[config.mk]
export PLATFORM = sky130hd
export DESIGN_NAME = pid_position_delta_controller_unit_flat
export DESIGN_NICKNAME = d
export VERILOG_FILES = /design/src/hdl/pdc_pkg.sv /design/src/hdl/pdc_in_if.sv /design/src/hdl/pdc_out_if.sv /design/src/hdl/pid_position_delta_controller_unit.sv /design/src/hdl/pdc_cfg_regs.sv /design/src/hdl/pdc_core.sv /design/src/flat_wrapper.sv
export SDC_FILE = /design/constraint.sdc
export NUM_CORES = 2
export LEC_CHECK = 0
export ABC_CLOCK_PERIOD_IN_PS = 63200
export BUFFER_PORTS_ARGS = -buffer_cell sky130_fd_sc_hd__buf_2
export CAP_MARGIN = 20
export CORE_MARGIN = 8
export CORE_UTILIZATION = 43
export DETAILED_ROUTE_END_ITERATION = 6
export GPL_TIMING_DRIVEN = 1
export PLACE_DENSITY_LB_ADDON = 0.25
export SYNTH_ARGS = -nofsm -noshare
export SYNTH_HDL_FRONTEND = slang
export SYNTH_HIERARCHICAL = 1
export SYNTH_SLANG_ARGS = --single-unit
export TNS_END_PERCENT = 20
[constraint.sdc]
create_clock -name clk -period 63.2 [get_ports clk]
set_input_delay 6.32 -clock clk [delete_from_list [all_inputs] [get_ports clk]]
set_output_delay 6.32 -clock clk [all_outputs]
set_load 0.02 [all_outputs]
[src/hdl/pdc_pkg.sv]
// pdc_pkg: shared types and constants of the pid position/delta controller
// configuration register indexes, reset values, status codes, config bundle
// no dependencies
package pdc_pkg;

	localparam int GAIN_W    = 24;
	localparam int LIMIT_W   = 15;
	localparam int WINDOW_W  = 16;
	localparam int DRIVE_W   = 16;
	localparam int STATUS_W  = 2;
	localparam int CFG_IDX_W = 3;
	localparam int CFG_DW    = 24;

	typedef enum logic [CFG_IDX_W-1:0] {
		REG_GAIN_P     = 3'd0,
		REG_GAIN_I     = 3'd1,
		REG_GAIN_D     = 3'd2,
		REG_LOOP_MODE  = 3'd3,
		REG_MAX_OUTPUT = 3'd4,
		REG_INT_LIMIT  = 3'd5,
		REG_ERR_WINDOW = 3'd6,
		REG_DEAD_ZONE  = 3'd7
	} reg_idx_t;

	localparam logic [STATUS_W-1:0] STATUS_OK        = 2'd0;
	localparam logic [STATUS_W-1:0] STATUS_WINDOW    = 2'd1;
	localparam logic [STATUS_W-1:0] STATUS_DEAD_ZONE = 2'd2;

	localparam logic [GAIN_W-1:0]   RST_GAIN_P     = 24'd150733;
	localparam logic [GAIN_W-1:0]   RST_GAIN_I     = 24'd655;
	localparam logic [GAIN_W-1:0]   RST_GAIN_D     = 24'd0;
	localparam logic                RST_LOOP_MODE  = 1'b0;
	localparam logic [LIMIT_W-1:0]  RST_MAX_OUTPUT = 15'd20000;
	localparam logic [LIMIT_W-1:0]  RST_INT_LIMIT  = 15'd5000;
	localparam logic [WINDOW_W-1:0] RST_ERR_WINDOW = 16'd0;
	localparam logic [WINDOW_W-1:0] RST_DEAD_ZONE  = 16'd0;

	typedef struct packed {
		logic signed [GAIN_W-1:0] gain_p;
		logic signed [GAIN_W-1:0] gain_i;
		logic signed [GAIN_W-1:0] gain_d;
		logic                     loop_mode;
		logic [LIMIT_W-1:0]       max_output;
		logic [LIMIT_W-1:0]       integral_limit;
		logic [WINDOW_W-1:0]      error_window;
		logic [WINDOW_W-1:0]      dead_zone;
	} cfg_t;

endpackage

[src/hdl/pdc_in_if.sv]
// pdc_in_if: valid/ready channel carrying setpoint and measurement
// depends on nothing
interface pdc_in_if #(parameter int DATA_WIDTH = 16);
	logic                         valid;
	logic                         ready;
	logic signed [DATA_WIDTH-1:0] setpoint;
	logic signed [DATA_WIDTH-1:0] measurement;

	modport source (output valid, output setpoint, output measurement, input ready);
	modport sink (input valid, input setpoint, input measurement, output ready);
endinterface

[src/hdl/pdc_out_if.sv]
// pdc_out_if: valid/ready channel carrying drive and status
// depends on pdc_pkg
interface pdc_out_if;
	logic                             valid;
	logic                             ready;
	logic signed [pdc_pkg::DRIVE_W-1:0] drive;
	logic [pdc_pkg::STATUS_W-1:0]     status;

	modport source (output valid, output drive, output status, input ready);
	modport sink (input valid, input drive, input status, output ready);
endinterface

[src/hdl/pid_position_delta_controller_unit.sv]
// pid_position_delta_controller_unit: top level of one pid channel
// depends on pdc_pkg, pdc_in_if, pdc_out_if, pdc_cfg_regs, pdc_core
//
//   channel   dir   handshake        payload
//   in_ch     in    valid / ready    setpoint, measurement (DATA_WIDTH, signed)
//   out_ch    out   valid / ready    drive (16, signed), status (2)
//   cfg       in    cfg_we           cfg_index (3), cfg_wdata (24)
//
// one item per cycle sustained while out_ch is not stalled; an item passes through
// the input register for the error, then the single pass through the three
// multipliers, integral and output clamps into the result register
// arst_n clears valid flags, loop state and loads the default registers
// a stalled output holds its result while one more item waits in the input register

module pid_position_delta_controller_unit #(
	parameter int DATA_WIDTH = 16,
	parameter int FRAC_BITS  = 16
) (
	input  logic                          clk,
	input  logic                          arst_n,
	input  logic                          cfg_we,
	input  logic [pdc_pkg::CFG_IDX_W-1:0] cfg_index,
	input  logic [pdc_pkg::CFG_DW-1:0]    cfg_wdata,
	pdc_in_if.sink                        in_ch,
	pdc_out_if.source                     out_ch
);

	pdc_pkg::cfg_t cfg;

	pdc_cfg_regs u_cfg_regs (
		.clk       (clk),
		.arst_n    (arst_n),
		.cfg_we    (cfg_we),
		.cfg_index (cfg_index),
		.cfg_wdata (cfg_wdata),
		.cfg       (cfg)
	);

	pdc_core #(
		.DATA_WIDTH (DATA_WIDTH),
		.FRAC_BITS  (FRAC_BITS)
	) u_core (
		.clk    (clk),
		.arst_n (arst_n),
		.cfg    (cfg),
		.in_ch  (in_ch),
		.out_ch (out_ch)
	);

endmodule

[src/hdl/pdc_cfg_regs.sv]
// pdc_cfg_regs: write-only configuration register file
// depends on pdc_pkg
module pdc_cfg_regs (
	input  logic                             clk,
	input  logic                             arst_n,
	input  logic                             cfg_we,
	input  logic [pdc_pkg::CFG_IDX_W-1:0]    cfg_index,
	input  logic [pdc_pkg::CFG_DW-1:0]       cfg_wdata,
	output pdc_pkg::cfg_t                    cfg
);

	pdc_pkg::cfg_t cfg_q;

	always_ff @(posedge clk or negedge arst_n) begin
		if (!arst_n) begin
			cfg_q.gain_p         <= pdc_pkg::RST_GAIN_P;
			cfg_q.gain_i         <= pdc_pkg::RST_GAIN_I;
			cfg_q.gain_d         <= pdc_pkg::RST_GAIN_D;
			cfg_q.loop_mode      <= pdc_pkg::RST_LOOP_MODE;
			cfg_q.max_output     <= pdc_pkg::RST_MAX_OUTPUT;
			cfg_q.integral_limit <= pdc_pkg::RST_INT_LIMIT;
			cfg_q.error_window   <= pdc_pkg::RST_ERR_WINDOW;
			cfg_q.dead_zone      <= pdc_pkg::RST_DEAD_ZONE;
		end else if (cfg_we) begin
			unique case (pdc_pkg::reg_idx_t'(cfg_index))
				pdc_pkg::REG_GAIN_P:     cfg_q.gain_p <= cfg_wdata[pdc_pkg::GAIN_W-1:0];
				pdc_pkg::REG_GAIN_I:     cfg_q.gain_i <= cfg_wdata[pdc_pkg::GAIN_W-1:0];
				pdc_pkg::REG_GAIN_D:     cfg_q.gain_d <= cfg_wdata[pdc_pkg::GAIN_W-1:0];
				pdc_pkg::REG_LOOP_MODE:  cfg_q.loop_mode <= cfg_wdata[0];
				pdc_pkg::REG_MAX_OUTPUT: cfg_q.max_output <= cfg_wdata[pdc_pkg::LIMIT_W-1:0];
				pdc_pkg::REG_INT_LIMIT:  cfg_q.integral_limit <= cfg_wdata[pdc_pkg::LIMIT_W-1:0];
				pdc_pkg::REG_ERR_WINDOW: cfg_q.error_window <= cfg_wdata[pdc_pkg::WINDOW_W-1:0];
				pdc_pkg::REG_DEAD_ZONE:  cfg_q.dead_zone <= cfg_wdata[pdc_pkg::WINDOW_W-1:0];
			endcase
		end
	end

	assign cfg = cfg_q;

endmodule

[src/hdl/pdc_core.sv]
// pdc_core: error input register, pid datapath with loop state, result register
// depends on pdc_pkg, pdc_in_if, pdc_out_if
module pdc_core #(
	parameter int DATA_WIDTH = 16,
	parameter int FRAC_BITS  = 16
) (
	input  logic          clk,
	input  logic          arst_n,
	input  pdc_pkg::cfg_t cfg,
	pdc_in_if.sink        in_ch,
	pdc_out_if.source     out_ch
);

	localparam int EW = DATA_WIDTH + 1;                 // error
	localparam int OW = EW + 2;                         // error differences
	localparam int PW = pdc_pkg::GAIN_W + OW;           // products
	localparam int IW = pdc_pkg::LIMIT_W + FRAC_BITS + 1; // clamped values
	localparam int SW = (PW + 2 > IW + 2) ? PW + 2 : IW + 2;
	localparam int CW = (EW > pdc_pkg::WINDOW_W) ? EW : pdc_pkg::WINDOW_W;

	function automatic logic signed [SW-1:0] clamp_sym(
		input logic signed [SW-1:0]        v,
		input logic [pdc_pkg::LIMIT_W-1:0] lim
	);
		logic signed [SW-1:0] limv;
		limv = signed'(SW'(lim) << FRAC_BITS);
		if (v > limv)
			return limv;
		else if (v < -limv)
			return -limv;
		else
			return v;
	endfunction

	// input stage
	logic                 valid_s1;
	logic signed [EW-1:0] err_s1;

	// loop state
	logic signed [EW-1:0] prev_err_q;
	logic signed [EW-1:0] prev_prev_err_q;
	logic signed [IW-1:0] integ_q;
	logic signed [IW-1:0] last_out_q;

	// result register
	logic                                 out_valid_q;
	logic signed [pdc_pkg::DRIVE_W-1:0]   drive_q;
	logic [pdc_pkg::STATUS_W-1:0]         status_q;

	logic adv;
	assign adv = valid_s1 && (!out_valid_q || out_ch.ready);
	assign in_ch.ready = !valid_s1 || adv;

	// datapath
	logic [EW-1:0]                mag;
	logic                         over_window;
	logic                         in_dead_zone;
	logic [pdc_pkg::STATUS_W-1:0] status_d;
	logic signed [OW-1:0]         dd1, dd2, op_p, op_d;
	logic signed [PW-1:0]         prod_p, prod_i, prod_d;
	logic signed [SW-1:0]         integ_pre, integ_new, sum, res, res_mag;
	logic [pdc_pkg::DRIVE_W-1:0]  trunc_mag;
	logic signed [pdc_pkg::DRIVE_W-1:0] drive_d;

	always_comb begin
		mag = err_s1[EW-1] ? EW'(-err_s1) : EW'(err_s1);
		over_window = (cfg.error_window != '0) && (CW'(mag) > CW'(cfg.error_window));
		in_dead_zone = (cfg.dead_zone != '0) && (CW'(mag) < CW'(cfg.dead_zone));
		priority if (over_window)
			status_d = pdc_pkg::STATUS_WINDOW;
		else if (in_dead_zone)
			status_d = pdc_pkg::STATUS_DEAD_ZONE;
		else
			status_d = pdc_pkg::STATUS_OK;

		dd1 = OW'(err_s1) - OW'(prev_err_q);
		dd2 = OW'(err_s1) - (OW'(prev_err_q) <<< 1) + OW'(prev_prev_err_q);
		// incremental mode shifts the p and d operands by one difference order
		op_p = cfg.loop_mode ? dd1 : OW'(err_s1);
		op_d = cfg.loop_mode ? dd2 : dd1;

		prod_p = PW'(cfg.gain_p) * PW'(op_p);
		prod_i = PW'(cfg.gain_i) * PW'(err_s1);
		prod_d = PW'(cfg.gain_d) * PW'(op_d);

		integ_pre = cfg.loop_mode ? SW'(prod_i) : SW'(integ_q) + SW'(prod_i);
		integ_new = clamp_sym(integ_pre, cfg.integral_limit);
		sum = (cfg.loop_mode ? SW'(last_out_q) : SW'(0)) + SW'(prod_p) + integ_new
			+ SW'(prod_d);
		res = clamp_sym(sum, cfg.max_output);

		// truncate toward zero on the magnitude
		res_mag = res[SW-1] ? -res : res;
		trunc_mag = res_mag[FRAC_BITS +: pdc_pkg::DRIVE_W];
		drive_d = res[SW-1] ? -signed'(trunc_mag) : signed'(trunc_mag);
	end

	always_ff @(posedge clk or negedge arst_n) begin
		if (!arst_n) begin
			valid_s1 <= 1'b0;
		end else if (in_ch.ready) begin
			valid_s1 <= in_ch.valid;
		end
	end

	always_ff @(posedge clk) begin
		if (in_ch.valid && in_ch.ready) begin
			err_s1 <= EW'(in_ch.setpoint) - EW'(in_ch.measurement);
		end
	end

	always_ff @(posedge clk or negedge arst_n) begin
		if (!arst_n) begin
			prev_err_q      <= '0;
			prev_prev_err_q <= '0;
			integ_q         <= '0;
			last_out_q      <= '0;
		end else if (adv && status_d == pdc_pkg::STATUS_OK) begin
			prev_err_q      <= err_s1;
			prev_prev_err_q <= prev_err_q;
			integ_q         <= integ_new[IW-1:0];
			if (cfg.loop_mode)
				last_out_q <= res[IW-1:0];
		end
	end

	always_ff @(posedge clk or negedge arst_n) begin
		if (!arst_n) begin
			out_valid_q <= 1'b0;
		end else if (adv) begin
			out_valid_q <= 1'b1;
		end else if (out_ch.ready) begin
			out_valid_q <= 1'b0;
		end
	end

	always_ff @(posedge clk) begin
		if (adv) begin
			status_q <= status_d;
			drive_q  <= (status_d == pdc_pkg::STATUS_OK) ? drive_d : '0;
		end
	end

	assign out_ch.valid  = out_valid_q;
	assign out_ch.drive  = drive_q;
	assign out_ch.status = status_q;

	// a rejected error leaves the loop state alone
	assert property (@(posedge clk) disable iff (!arst_n)
		adv && status_d != pdc_pkg::STATUS_OK |=>
			$stable(integ_q) && $stable(prev_err_q) && $stable(last_out_q))
		else $error("loop state changed on a rejected error");

	// every advance lands in the result register
	assert property (@(posedge clk) disable iff (!arst_n)
		adv |=> out_valid_q)
		else $error("advanced item missing from result register");

	// an item held in the input stage is not dropped
	assert property (@(posedge clk) disable iff (!arst_n)
		valid_s1 && !adv |=> valid_s1 && $stable(err_s1))
		else $error("stalled input stage lost its item");

	// window and dead zone results carry a zero drive
	assert property (@(posedge clk) disable iff (!arst_n)
		out_valid_q && status_q != pdc_pkg::STATUS_OK |->
			drive_q == '0 && (status_q == pdc_pkg::STATUS_WINDOW
			|| status_q == pdc_pkg::STATUS_DEAD_ZONE))
		else $error("bad status or nonzero drive on rejected error");

endmodule
[src/flat_wrapper.sv]
// flat-port wrapper written by rule: the top's interface ports become plain ports
module pid_position_delta_controller_unit_flat 
#(
	parameter int DATA_WIDTH = 16,
	parameter int FRAC_BITS  = 16
)
  (clk, arst_n, cfg_we, cfg_index, cfg_wdata, in_ch_valid, in_ch_setpoint, in_ch_measurement, in_ch_ready, out_ch_valid, out_ch_drive, out_ch_status, out_ch_ready);
  pdc_in_if #(.DATA_WIDTH(DATA_WIDTH)) in_ch_i ();
  pdc_out_if out_ch_i ();
  input  logic clk;
  input  logic arst_n;
  input  logic cfg_we;
  input  logic [pdc_pkg::CFG_IDX_W-1:0] cfg_index;
  input  logic [pdc_pkg::CFG_DW-1:0] cfg_wdata;
  input wire logic [$bits(in_ch_i.valid)-1:0] in_ch_valid;
  input wire logic [$bits(in_ch_i.setpoint)-1:0] in_ch_setpoint;
  input wire logic [$bits(in_ch_i.measurement)-1:0] in_ch_measurement;
  output wire logic [$bits(in_ch_i.ready)-1:0] in_ch_ready;
  output wire logic [$bits(out_ch_i.valid)-1:0] out_ch_valid;
  output wire logic [$bits(out_ch_i.drive)-1:0] out_ch_drive;
  output wire logic [$bits(out_ch_i.status)-1:0] out_ch_status;
  input wire logic [$bits(out_ch_i.ready)-1:0] out_ch_ready;
  assign in_ch_i.valid = in_ch_valid;
  assign in_ch_i.setpoint = in_ch_setpoint;
  assign in_ch_i.measurement = in_ch_measurement;
  assign in_ch_ready = in_ch_i.ready;
  assign out_ch_valid = out_ch_i.valid;
  assign out_ch_drive = out_ch_i.drive;
  assign out_ch_status = out_ch_i.status;
  assign out_ch_i.ready = out_ch_ready;
  pid_position_delta_controller_unit #(.DATA_WIDTH(DATA_WIDTH), .FRAC_BITS(FRAC_BITS)) u_core (.clk(clk), .arst_n(arst_n), .cfg_we(cfg_we), .cfg_index(cfg_index), .cfg_wdata(cfg_wdata), .in_ch(in_ch_i), .out_ch(out_ch_i));
endmodule
Word-level counts from Yosys, hierarchy flattened
Cells that the tools add are included.
W data, S select, Z words.
{"block": "op_classes", "addsub": 13, "mul": 3, "order_cmp": 6, "eq_ne": 7, "muxes": 15, "reduce_logical": 23}
{"operator": "$mux W45", "n": 6}
{"operator": "$add A45 B43 Y45", "n": 2}
{"operator": "$gt A45 B32 Y1", "n": 2}
{"operator": "$lt A45 B45 Y1", "n": 2}
{"operator": "$neg A31 Y45", "n": 2}
{"operator": "$mul A24 B19 Y43", "n": 2}
{"operator": "$add A45 B45 Y45", "n": 1}
{"operator": "$add A32 B41 Y42", "n": 1}
{"operator": "$mul A24 B17 Y41", "n": 1}
{"operator": "$mux W19", "n": 2}
{"operator": "$mux W32", "n": 1}
{"operator": "$neg A32 Y32", "n": 1}
{"operator": "$reduce_bool A16 Y1", "n": 2}
{"operator": "$add A19 B17 Y19", "n": 1}
{"operator": "$sub A17 B18 Y19", "n": 1}
{"operator": "$reduce_and A2 Y1", "n": 9}
{"operator": "$sub A17 B17 Y18", "n": 1}
{"operator": "$gt A17 B16 Y1", "n": 1}
{"operator": "$lt A17 B16 Y1", "n": 1}
{"operator": "$mux W17", "n": 1}
{"operator": "$neg A17 Y17", "n": 1}
{"operator": "$sub A16 B16 Y17", "n": 1}
{"operator": "$mux W16", "n": 1}
{"operator": "$neg A16 Y16", "n": 1}
{"operator": "11 further kinds", "n": 23}
{"block": "totals", "reg_bits": 270, "in_bits": 64, "out_inout_bits": 20, "word_cells": 84}

Longest topological paths before layout
{"block": "logic_depth", "word_depth": 15, "ltp_mapped": 97, "mapped_depth_nobuf": 91}

Hierarchy
The synthesis kept the hierarchy.
{"mod": "pdc_core", "n_inst": 1, "cells_per_inst": 7687, "area_each_um2": 67771.2, "seq_area_each_um2": 3553.4}
{"mod": "pdc_cfg_regs", "n_inst": 1, "cells_per_inst": 295, "area_each_um2": 5172.5, "seq_area_each_um2": 3409.5}

Worst setup path after synthesis
OpenSTA, ideal clock, no wires.
{"block": "synth_path", "kind": "register to register", "start": "reg u_core.u_core.err_s1[2]", "end": "reg u_core.u_core.drive_q (netlist bit u_core/u_core/out_ch.drive[10]), data pin", "setup_time_ps": 269, "arrival_ps": 20942, "t_required_ps": 62931, "path_slack_ps": 41989, "path_stages_with_launch": 88, "n_path_buf": 7, "period_less_slack_ps": 21211, "path_cell_list": "edfxtp_1 > clkbuf_1 > clkbuf_1 > nand2_1 > fa_1 > fa_1 > fa_1 > inv_1 > fa_1 > fa_1 > inv_1 > fa_1 > inv_1 > ha_1 > a21o_1 > a31o_2 > a21oi_1 > o21ai_0 > (+52 left out) > ha_1 > a31oi_1 > o41ai_1 > o31ai_1 > clkbuf_1 > clkbuf_1 > clkbuf_1 > or2_2 > clkbuf_1 > nor2_1 > nor3_1 > xnor2_1 > ha_1 > inv_1 > a21oi_1 > a2bb2oi_1 > nand3_1 > nor3b_2"}
{"block": "synth_via", "elab_chain_cells": 15, "word_cells_on_any_way": 34, "cone_classes": "add/sub: 10; mul: 3; order compare: 6; mux: 12; reduce/logical: 3"}
{"item": "from (decl)", "line_no": "pdc_core.sv:37", "rtl": "logic signed [EW-1:0] err_s1;"}
{"item": "from (signal assigned)", "line_no": "pdc_core.sv:108", "rtl": "err_s1 <= EW'(in_ch.setpoint) - EW'(in_ch.measurement);"}
{"item": "$mul A24 B17 Y41", "line_no": "pdc_core.sv:83", "rtl": "prod_i = PW'(cfg.gain_i) * PW'(err_s1);"}
{"item": "$add A32 B41 Y42", "line_no": "pdc_core.sv:86", "rtl": "integ_pre = cfg.loop_mode ? SW'(prod_i) : SW'(integ_q) + SW'(prod_i);"}
{"item": "$mux W45", "line_no": "pdc_core.sv:86"}
{"item": "$lt A45 B45 Y1", "line_no": "pdc_core.sv:29", "rtl": "else if (v < -limv)"}
{"item": "$mux W45", "line_no": "pdc_core.sv:29"}
{"item": "$mux W45", "line_no": "pdc_core.sv:27", "rtl": "if (v > limv)"}
{"item": "$add A45 B45 Y45", "line_no": "pdc_core.sv:88", "rtl": "sum = (cfg.loop_mode ? SW'(last_out_q) : SW'(0)) + SW'(prod_p) + integ_new"}
{"item": "$add A45 B43 Y45", "line_no": "pdc_core.sv:89", "rtl": "+ SW'(prod_d);"}
{"item": "$lt A45 B45 Y1", "line_no": "pdc_core.sv:29"}
{"item": "$mux W45", "line_no": "pdc_core.sv:29"}
{"item": "$mux W45", "line_no": "pdc_core.sv:27"}
{"item": "$neg A32 Y32", "line_no": "pdc_core.sv:93", "rtl": "res_mag = res[SW-1] ? -res : res;"}
{"item": "$mux W32", "line_no": "pdc_core.sv:93"}
{"item": "$neg A16 Y16", "line_no": "pdc_core.sv:95", "rtl": "drive_d = res[SW-1] ? -signed'(trunc_mag) : signed'(trunc_mag);"}
{"item": "$mux W16", "line_no": "pdc_core.sv:95"}
{"item": "to (signal assigned)", "line_no": "pdc_core.sv:140", "rtl": "drive_q <= (status_d == pdc_pkg::STATUS_OK) ? drive_d : '0;"}
{"item": "to (decl)", "line_no": "pdc_core.sv:47", "rtl": "logic signed [pdc_pkg::DRIVE_W-1:0] drive_q;"}
Several ways; a longest one is shown, not always the timed one.
A chain may end at the register's enable or synchronous reset.

Final worst setup path
{"block": "layout_path", "start": "reg u_core.u_core.err_s1[16]", "end": "reg u_core.u_core.drive_q (netlist bit u_core/u_core/out_ch.drive[10]), data pin"}
{"block": "layout_via", "elab_chain_cells": 15, "word_cells_on_any_way": 34, "cone_classes": "add/sub: 10; mul: 3; order compare: 6; mux: 12; reduce/logical: 3"}
{"item": "$mul A24 B17 Y41 (*)", "line_no": "pdc_core.sv:83"}
{"item": "$add A32 B41 Y42", "line_no": "pdc_core.sv:86"}
{"item": "$mux W45 (*)", "line_no": "pdc_core.sv:86"}
{"item": "$lt A45 B45 Y1", "line_no": "pdc_core.sv:29"}
{"item": "$mux W45", "line_no": "pdc_core.sv:29"}
{"item": "$mux W45 (*)", "line_no": "pdc_core.sv:27"}
{"item": "named net u_core.u_core.integ_new[14]", "line_no": "pdc_core.sv:61", "rtl": "logic signed [SW-1:0] integ_pre, integ_new, sum, res, res_mag;"}
{"item": "$add A45 B45 Y45 (*)", "line_no": "pdc_core.sv:88"}
{"item": "$add A45 B43 Y45 (*)", "line_no": "pdc_core.sv:89"}
{"item": "$lt A45 B45 Y1", "line_no": "pdc_core.sv:29"}
{"item": "$mux W45", "line_no": "pdc_core.sv:29"}
{"item": "$mux W45 (*)", "line_no": "pdc_core.sv:27"}
{"item": "$neg A32 Y32", "line_no": "pdc_core.sv:93"}
{"item": "$mux W32", "line_no": "pdc_core.sv:93"}
{"item": "$neg A16 Y16", "line_no": "pdc_core.sv:95"}
{"item": "$mux W16 (*)", "line_no": "pdc_core.sv:95"}
Mark *: on every way through the listed nets, which the timed path passes. The rest lies on a longest branch.

==> reports/metrics.yaml <==
outcome: "finished, final reports clean"
grt_antenna_before_repair: 21
placementRows: 151
setup-tns-final_ns: 0
tritoncts: "yes"
overflow: 0
tritoncts.num_buffers: 41
grt_util_all_layers_pct: 24.8
crit_end_category: "flop"
finalCoreUtilization_pct: 45.8
setup_fix_buffers_added_after_clock_tree_synthesis: 0
max-cap-violations: 0
detail-route-antenna-nets: 0
critical-path-slowest-cell: "sky130_fd_sc_hd__xnor2_1"
worst-setup-path-type: "flop to flop"
cts-root-to-sink-buffers: 3
yosys_warnings: 6
arrival_ns: 26.66
dr.first_iter.drc_count: 4110
fp.coreArea_um2: 169000
groute.layer.met3.usage_pct: 3.45
ctsHoldBuffers: 0
cts_sinks: 270
synth_top_flop_cell: "sky130_fd_sc_hd__dfrtp_1"
detailed_place.area_um2: 75700
grt_pass1_wl_um: 356000
multi_input_comb_area_um2: 58300
start_kind: "flop"
mostFrequentLayoutCell: "sky130_fd_sc_hd__inv_1"
fin_area_um2: 77300
root_buffer: "sky130_fd_sc_hd__clkbuf_16"
async_reset_ff_share_pct: 87.0
timing.final.max_slew_violations: 0
vias_in_the_first_global_route: 58100
globalRouteMet2Util_pct: 39.2
remaining_drc_errors: 0
synth_fp_nets: 10100
worst_setup_hold_path_clk_slew_ns: 0.06
whs_ns: 0.471
max_freq_mhz: 38.0
critical_path.max_stage_delay_ns: 0.82
holdCritPathClass: "flop to flop"
grt_use_met1_pct: 35.5
rsz0062_at_grt: "no"
nFillCells: 16500
max_slew_margin_pct: 29.8
synthDistinctLibCells: 105
dieArea_um2: 183000
estimated_wirelength_of_the_detail_placed_design_um: 187000
drive_gt1_share_pct: 7.11
synth.yosys.seq_area_share_pct: 9.55
clock_skew_after_layout_ns: 0.0332
syn-instance-count: 7982
h-tree-depth: 2
layout.cells.most_common_list: "1749 x sky130_fd_sc_hd__inv_1, 1543 x sky130_fd_sc_hd__fa_1, 1097 x sky130_fd_sc_hd__nand2_1, 497 x sky130_fd_sc_hd__ha_1, 421 x sky130_fd_sc_hd__and2_1"
drt-total-wl_um: 225000
most_congested_layer_reported_by_global_routing: "met2"
final.period_utilization_pct: 41.6
floorplan.die.width_um: 428
gp_routability_congestion: 0.955
top_level_ports: 84
final_number_of_setup_violating_endpoints: 0
first_pass_iters: 5
dr_total_vias: 54700
number_of_enable_flip_flop_cells_after_synthesis: 35
cts_repair_resize_count: 0
finalWorstPathRequiredPeriod_ns: 26.31
pin_count_of_the_biggest_net_entering_global_routing: 141
buffer_ports.inserted: 83
synthesis.area_per_instance_um2: 9.14
final-seq-area_um2: 6970
critPathMaxFanout: 35
ys_seq_elements: 270
die-height_um: 428
finalHoldViolCount: 0
worst_pin_slew_ns: 1.03
worst-endpoint-required_ns: 63.55
floorplan.initialDensity_pct: 43.2
wire_length_per_cell_um: 22.3
cpMostUsedCell: "sky130_fd_sc_hd__fa_1"
avgViaCountPerCell: 5.42
syn_to_final_growth_pct: 5.97
design.final.nets: 9935
synth.cell_area_um2: 72900
latest_clock_arrival_within_the_worst_skew_pair_ns: 0.63
[cell usage after synthesis, types with 17 or more instances]
cell                       number  area (um^2)
sky130_fd_sc_hd__inv_1       1750         6570
sky130_fd_sc_hd__ha_1         497         6220
sky130_fd_sc_hd__xor2_1        57          499
sky130_fd_sc_hd__or3_1         17          106
sky130_fd_sc_hd__a21o_1        70          526
sky130_fd_sc_hd__buf_1         56          210
sky130_fd_sc_hd__o21ai_0      232         1160
sky130_fd_sc_hd__a21oi_1      188          941
sky130_fd_sc_hd__nand3b_1      30          225
sky130_fd_sc_hd__nor2b_1       93          582
sky130_fd_sc_hd__clkbuf_1     292         1100
sky130_fd_sc_hd__a21boi_0      37          278
sky130_fd_sc_hd__nand2b_1      77          482
sky130_fd_sc_hd__mux2_2       181         2040
sky130_fd_sc_hd__mux2i_1       33          330
sky130_fd_sc_hd__nor4_1        32          200
sky130_fd_sc_hd__and3_1        31          194
sky130_fd_sc_hd__nand4_1       41          257
sky130_fd_sc_hd__nand2_1     1097         4120
sky130_fd_sc_hd__nor3_1        48          240
sky130_fd_sc_hd__nor2_1       239          897
sky130_fd_sc_hd__dfstp_2       25          657
sky130_fd_sc_hd__o21bai_1      18          135
sky130_fd_sc_hd__fa_1        1543        30900
sky130_fd_sc_hd__a211oi_1      26          195
sky130_fd_sc_hd__o31ai_1       46          345
sky130_fd_sc_hd__xnor2_1      125         1090
sky130_fd_sc_hd__o21a_1        60          450
sky130_fd_sc_hd__and2_1       421         2630
sky130_fd_sc_hd__dfrtp_1      210         5260
sky130_fd_sc_hd__o211ai_1      36          270
sky130_fd_sc_hd__nand3_1       77          385
sky130_fd_sc_hd__a31oi_1       21          131
sky130_fd_sc_hd__edfxtp_1      35         1050
[final timing paths]
kind	endpoint	startpoint	slack (ns)	depth (start not counted)
worst max-delay path	u_core/u_core/out_ch.drive[10]$_SDFFCE_PP0P_	u_core/u_core/err_s1[16]$_DFFE_PP_	36.89	80
worst min-delay path	u_core/u_core/last_out_q[1]$_DFFE_PN0P_	u_core/u_core/last_out_q[1]$_DFFE_PN0P_	0.47	2
worst max register to register	u_core/u_core/out_ch.drive[10]$_SDFFCE_PP0P_	u_core/u_core/err_s1[16]$_DFFE_PP_	36.89	80
worst min register to register	u_core/u_core/last_out_q[1]$_DFFE_PN0P_	u_core/u_core/last_out_q[1]$_DFFE_PN0P_	0.47	2
max in group asynchronous	u_core/u_cfg_regs/cfg[134]$_DFFE_PN0P_	arst_n	56.03	2
min in group asynchronous	u_core/u_cfg_regs/cfg[104]$_DFFE_PN0P_	arst_n	5.69	1
[metal layers]
metal / wire length (um) / share of wire [%]
met3: 14900 / 6.6
met1: 100000 / 44
met2: 102000 / 45
met4: 8210 / 3.6
met5: 0 / 0
[state kept, by name, summed over array words and instances, names as in the netlist]
signal,count
u_core/u_core/prev_prev_err_q,17
u_core/u_cfg_regs/cfg,135
u_core/u_core/err_s1,17
u_core/u_core/prev_err_q,17
u_core/u_core/last_out_q,32
u_core/u_core/out_ch.drive,16
u_core/u_core/valid_s1,1
u_core/u_core/integ_q,32
u_core/u_core/out_ch.valid,1
u_core/u_core/out_ch.status,2
[cell families (layout without fill, tap and decap cells)]
group | after synthesis | in the layout | share of synthesized area, %
and+or+nand+nor | 2277 | 2277 | 15.1
buffers and inverters | 2123 | 2005 | 11.1
adders and majority gates | 2040 | 2040 | 50.9
AOI/OAI and AO/OA | 869 | 869 | 7.81
DFF | 270 | 270 | 9.55
muxes | 220 | 220 | 3.37
xor gates and xnor gates | 183 | 183 | 2.22
other | 0 | 12 | 0
[critical path, delay by kind of cell, from the launching register on]
| kind | cells | cell delay, ns |
|---|---|---|
| fa+ha+maj | 20 | 9.32 |
| flops | 1 | 0.45 |
| buf+inv | 11 | 1.77 |
| simple gates | 20 | 6.56 |
| compound gates | 25 | 6.33 |
| xor+xnor | 4 | 1.52 |
[through the flow]
stage | worst slack (ns) | cells
floorplan | 41.99 | 7982
global placement | 37.10 | 10000
detailed placement | 37.24 | 10000
CTS | 37.05 | 10100
global route | 35.62 | 10100
finish | 36.89 | 10100
[cell type report]
| class | instances | share of cell area [%] |
|---|---|---|
| Inverter | 1750 | 8.50 |
| Sequential cell | 270 | 9.01 |
| Tap cell | 2218 | 3.59 |
| Multi-Input combinational cell | 5589 | 75.4 |
| Clock buffer | 47 | 1.41 |
| Clock inverter | 29 | 0.502 |
| Timing Repair Buffer | 179 | 1.58 |
| Antenna cell | 12 | 0.0388 |
Power is not shown: default switching activity piles up to over one toggle a cycle in this logic, so the estimate is an artifact.
